--- src/rtl/pbm_pkg.sv ---
`default_nettype none
// ----------------------------------------------------------------------------
// pbm_pkg
// shared types and constants of the pixel blend mode unit
// ----------------------------------------------------------------------------
package pbm_pkg;

    localparam int unsigned PIX_W = 8;   // channel code width
    localparam int unsigned N_W   = 9;   // search range of the rounded code, 0..511
    localparam int unsigned P_W   = 37;  // numerator width
    localparam int unsigned D_W   = 24;  // denominator width
    localparam int unsigned KM_W  = 34;  // (2k)^2 * m width
    localparam int unsigned ACC_W = 40;  // compare accumulator width
    localparam int unsigned MAG_W = 19;  // magnitude width used in root compares
    localparam int unsigned CELLS = N_W + 1;

    typedef enum logic [3:0] {
        MODE_MULTIPLY = 4'd0,
        MODE_SCREEN   = 4'd1,
        MODE_OVERLAY  = 4'd2,
        MODE_HARD     = 4'd3,
        MODE_SOFT_PS  = 4'd4,
        MODE_PEGTOP   = 4'd5,
        MODE_W3C      = 4'd6,
        MODE_CDODGE   = 4'd7,
        MODE_ADD      = 4'd8,
        MODE_CBURN    = 4'd9,
        MODE_SUB      = 4'd10,
        MODE_DIVIDE   = 4'd11,
        MODE_DIFF     = 4'd12,
        MODE_DARKEN   = 4'd13,
        MODE_LIGHTEN  = 4'd14,
        MODE_AVERAGE  = 4'd15
    } t_mode;

    // value to round is (p + k*sqrt(m)) / d, held as compare terms
    typedef struct packed {
        logic signed [ACC_W-1:0] acc;    // 2*n*d - d - 2*p for the code found so far
        logic [D_W-1:0]          d;
        logic [KM_W-1:0]         kk2m;   // (2k)^2 * m
        logic                    sqrtf;  // root term present
        logic                    kneg;   // root term subtracts
        logic                    forced; // result fixed by a zero divisor
        logic [PIX_W-1:0]        fval;
        logic                    fclip;
    } t_work;

    typedef struct packed {
        t_work          w;
        logic [N_W-1:0] r;    // code bits settled so far
        logic           ok0;  // value reaches at least -1/2
    } t_cell;

endpackage
`default_nettype wire

--- src/rtl/pbm_round_cell.sv ---
`default_nettype none
// ----------------------------------------------------------------------------
// pbm_round_cell
// one step of the rounded-code search: tries one code bit, keeps it if the
// trial code minus one half still lies at or below the value
// ----------------------------------------------------------------------------
module pbm_round_cell
    import pbm_pkg::*;
#(
    parameter int BIT_IDX = 0  // code bit decided here, -1 checks code zero
)
(
    input  wire logic  i_clk,
    input  wire logic  i_rst_n,
    input  wire logic  i_valid,
    input  wire t_cell i_cell,
    output logic       o_ready,
    output logic       o_valid,
    output t_cell      o_cell,
    input  wire logic  i_ready
);

    localparam int SH   = (BIT_IDX < 0) ? 0 : BIT_IDX + 1;
    localparam int SQ_W = 2 * MAG_W;

    logic                    r_valid;
    t_cell                   r_cell, n_cell;
    logic signed [ACC_W-1:0] w_trial;
    logic [ACC_W-1:0]        w_mag;
    logic [SQ_W-1:0]         w_sq;
    logic                    w_nonpos;
    logic                    w_pred;
    logic                    w_rdy;

    always_comb begin
        if (BIT_IDX < 0) w_trial = i_cell.w.acc;
        else w_trial = i_cell.w.acc + (ACC_W'(i_cell.w.d) << SH);
        w_mag    = w_trial[ACC_W-1] ? ACC_W'(-w_trial) : ACC_W'(w_trial);
        w_sq     = SQ_W'(w_mag[MAG_W-1:0]) * SQ_W'(w_mag[MAG_W-1:0]);
        w_nonpos = w_trial[ACC_W-1] || (w_trial == '0);
        // root term: compare squares, sign of the root coefficient picks the sense
        if (!i_cell.w.sqrtf) w_pred = w_nonpos;
        else if (i_cell.w.kneg) w_pred = w_trial[ACC_W-1] && (w_sq >= SQ_W'(i_cell.w.kk2m));
        else w_pred = w_nonpos || (w_sq <= SQ_W'(i_cell.w.kk2m));
    end

    generate
        if (BIT_IDX < 0) begin : g_zero
            always_comb begin
                n_cell     = i_cell;
                n_cell.ok0 = w_pred;
            end
        end else begin : g_bit
            always_comb begin
                n_cell = i_cell;
                if (w_pred) begin
                    n_cell.w.acc    = w_trial;
                    n_cell.r[BIT_IDX] = 1'b1;
                end
            end
        end
    endgenerate

    assign w_rdy   = !r_valid || i_ready;
    assign o_ready = w_rdy;
    assign o_valid = r_valid;
    assign o_cell  = r_cell;

    always_ff @(posedge i_clk) begin
        if (!i_rst_n) begin
            r_valid <= 1'b0;
        end else if (w_rdy) begin
            r_valid <= i_valid;
        end
    end

    always_ff @(posedge i_clk) begin
        if (w_rdy) r_cell <= n_cell;
    end

endmodule
`default_nettype wire

--- config.mk ---
export PLATFORM = sky130hd
export DESIGN_NAME = pbm_round_cell
export DESIGN_NICKNAME = d
export VERILOG_FILES = /design/src/rtl/pbm_pkg.sv /design/src/rtl/pbm_round_cell.sv
export SDC_FILE = /design/constraint.sdc
export NUM_CORES = 1
export LEC_CHECK = 0
export CORE_MARGIN = 2
export CORE_UTILIZATION = 35
export DETAILED_ROUTE_END_ITERATION = 8
export DONT_BUFFER_PORTS = 1
export PLACE_DENSITY_LB_ADDON = 0.15
export SETUP_SLACK_MARGIN = 0.02
export SYNTH_ARGS = -nofsm -noshare
export SYNTH_HDL_FRONTEND = slang
export SYNTH_SLANG_ARGS = --single-unit
--- constraint.sdc ---
create_clock -name i_clk -period 30.2 [get_ports i_clk]
set_input_delay 3.02 -clock i_clk [delete_from_list [all_inputs] [get_ports i_clk]]
set_output_delay 3.02 -clock i_clk [all_outputs]
set_load 0.005 [all_outputs]
==> metrics.txt <==
RSZ-0062 raised after global routing=false; # DRC=0; Ys Warns=0; I/O Buffers=0; Yosys top cell area share=28.7%; post-layout min period=16.94 ns; HP Class=reg2reg; critical path's slowest cell=xnor2_1; Clock Tree Root=clkbuf_16; total grt overflow=0; Finished Cell Area=0.0188 mm2; clock tree buffer depth=2; Nets=2326; Placement Cell Area=0.0183 mm2; clk sinks=121; first-pass GRT wire length=77600 um; post-DP HPWL=42400 um; largest area contributor in the synthesized netlist=fa_1; initial antenna violation count=1; worst path arrival time=17.13 ns; gr usage total=19.9%; clock latency on the worst-skew pair=0.44 ns; ys flop type=edfxtp_1; maximum fanout along the worst path=18; vias per inst=5.07; WL/cell=20.1 um; via count=12400; WP data required=30.39 ns; ANT nets after route=0; worst hold path stage count=1; top cells by count, synth=inv_1 (375), fa_1 (250), ha_1 (177); syn_area_per_cell=9.79 um2; number of DRC markers in iteration 0=749; setup slack, reg-to-reg=28.01 ns; max_cap viols=0; Cell Rows=81; Crit path top cell by count=fa_1; Net Count, Synth=2331; count leader, synth=inv_1; top cells by area, synth=fa_1 (29%), edfxtp_1 (21%), ha_1 (13%); fmax=59.0 MHz; Inserted Diodes=0; relative slew slack=19.6%; core box area=0.0491 mm2; reg-to-reg endpoint=o_cell[37]$_DFFE_PP_; DIE AREA=0.0516 mm2; Final period util=56.1%; WL final=49300 um; Mapped Area=0.0174 mm2; Reg clk slew, reported paths=0.07 ns; Final Core Density=38.4%; skew final=0.0105 ns; post-CTS sizing=0; # H-tree levels=4; EDFF count, synth=120; Worst-Margin Slew=1.20 ns; CTS tree=done; endpoints failing hold=0; Die H=227 um; vias in the first global route=13300; DR pass1 iterations=5; Crit Path Class=in2reg; Syn Inst Count=1780; largest net degree at the start of global routing=71; Final GP Congestion=0.902; Final Max Tran Viols=0; Total Neg Setup Slack=0 ns; die width=227 um; Post-CTS Hold Fix Bufs=0; Reg-to-Reg Start=o_valid$_SDFFE_PN0P_; Worst setup SP type=input pin; #FFs+latches synth=121; sequential fraction of the synthesis area=20.8%; Yosys cell types=83; HP Start=o_valid$_SDFFE_PN0P_; Final setup viols=0; reg2reg path depth=2; Crit. End Element=register; CTS Buf Count=17; Largest stage delay, worst path=0.72 ns; starting density of the core=35.5%; Layout area overhead=8.05%; asr flop ratio synth=0%; WHS Endpoint=o_cell[0]$_DFFE_PP_; share of layout cells above drive strength 1=6.04%; status=finished, final reports clean; Ports=246; post-CTS setup buffers=0
==> per-layer routing <==
metal | vias to the layer above | track usage, % | wire length (um)
met2 | 385 | 34.3 | 24100
met3 | 49 | 2.47 | 2560
met4 | 0 | 5.23 | 935
met5 | - | 0 | 0
li1 | 5810 | - | -
met1 | 6198 | 26.4 | 21700
==> cells in the final DEF (no fill, tap or decap), drive strengths merged, types with 17 or more instances in the layout <==
master and count:
ha 177, nand4 20, mux2 19, nor3 24, clkbuf 17, xnor2 70
nand2 120, xor2 23, nor2 157, o21ai 44, fa 250, edfxtp 120
nand3 24, inv 383, a21oi 78, buf 21, a21o 38
==> worst max-delay path by stage <==
stage	start	to	cells past startpoint
6_report	i_cell[56]	o_cell[88]$_DFFE_PP_	45
5_1_grt	i_cell[56]	o_cell[96]$_DFFE_PP_	48
4_1_cts	i_cell[56]	o_cell[90]$_DFFE_PP_	52
3_5_place_dp	i_cell[56]	o_cell[95]$_DFFE_PP_	52
3_3_place_gp	i_cell[56]	o_cell[88]$_DFFE_PP_	52
2_1_floorplan	i_cell[56]	o_cell[89]$_DFFE_PP_	53
==> metrics by stage <==
| stage | hold WS (ns) | setup WS, ns | std cells |
|---|---|---|---|
| floorplan | 3.07 | 15.69 | 1780 |
| global placement | 1.24 | 13.24 | 2420 |
| CTS | 1.26 | 13.35 | 2452 |
| finish | 1.20 | 13.26 | 2452 |
| global route | 1.29 | 12.14 | 2452 |
| detailed placement | 1.25 | 12.91 | 2420 |
==> worst max-delay path: cells and delay by family <==
family                   cells  cell delay (ns)
AO/OA/AOI/OAI               19             4.81
XOR/XNOR                     3             1.42
adder cells (fa/ha/maj)     10             4.34
buffers and inverters        6             1.42
multiplexers                 1             0.37
AND/OR/NAND/NOR              6             1.71
==> state kept, by name, indices dropped and copies added (netlist names) <==
| name | flops |
|---|---|
| o_cell | 120 |
| o_valid | 1 |
==> area by class of cell <==
class | instances | area, um2
clock buffer | 17 | 425
clock inverter | 15 | 156
fill | 4981 | 30200
inverter | 384 | 1440
multi-input combinational | 1230 | 12200
sequential | 121 | 3620
tap | 664 | 831
timing repair buffer | 21 | 158
==> logic make-up (layout without fill, tap and decap cells) <==
family	count (synthesis)	count (layout)	synth area share, %
AOI/OAI and AO/OA	266	266	10.9
xor gates and xnor gates	93	93	4.67
adders and majority gates	427	427	41.4
buffers and inverters	429	437	9.45
DFF	121	121	20.8
muxes	26	26	1.93
and+or+nand+nor	418	418	10.9
Power is left out: the tool's default activity adds up to more than one toggle a clock period on the data nets, which glitch-free logic cannot reach.
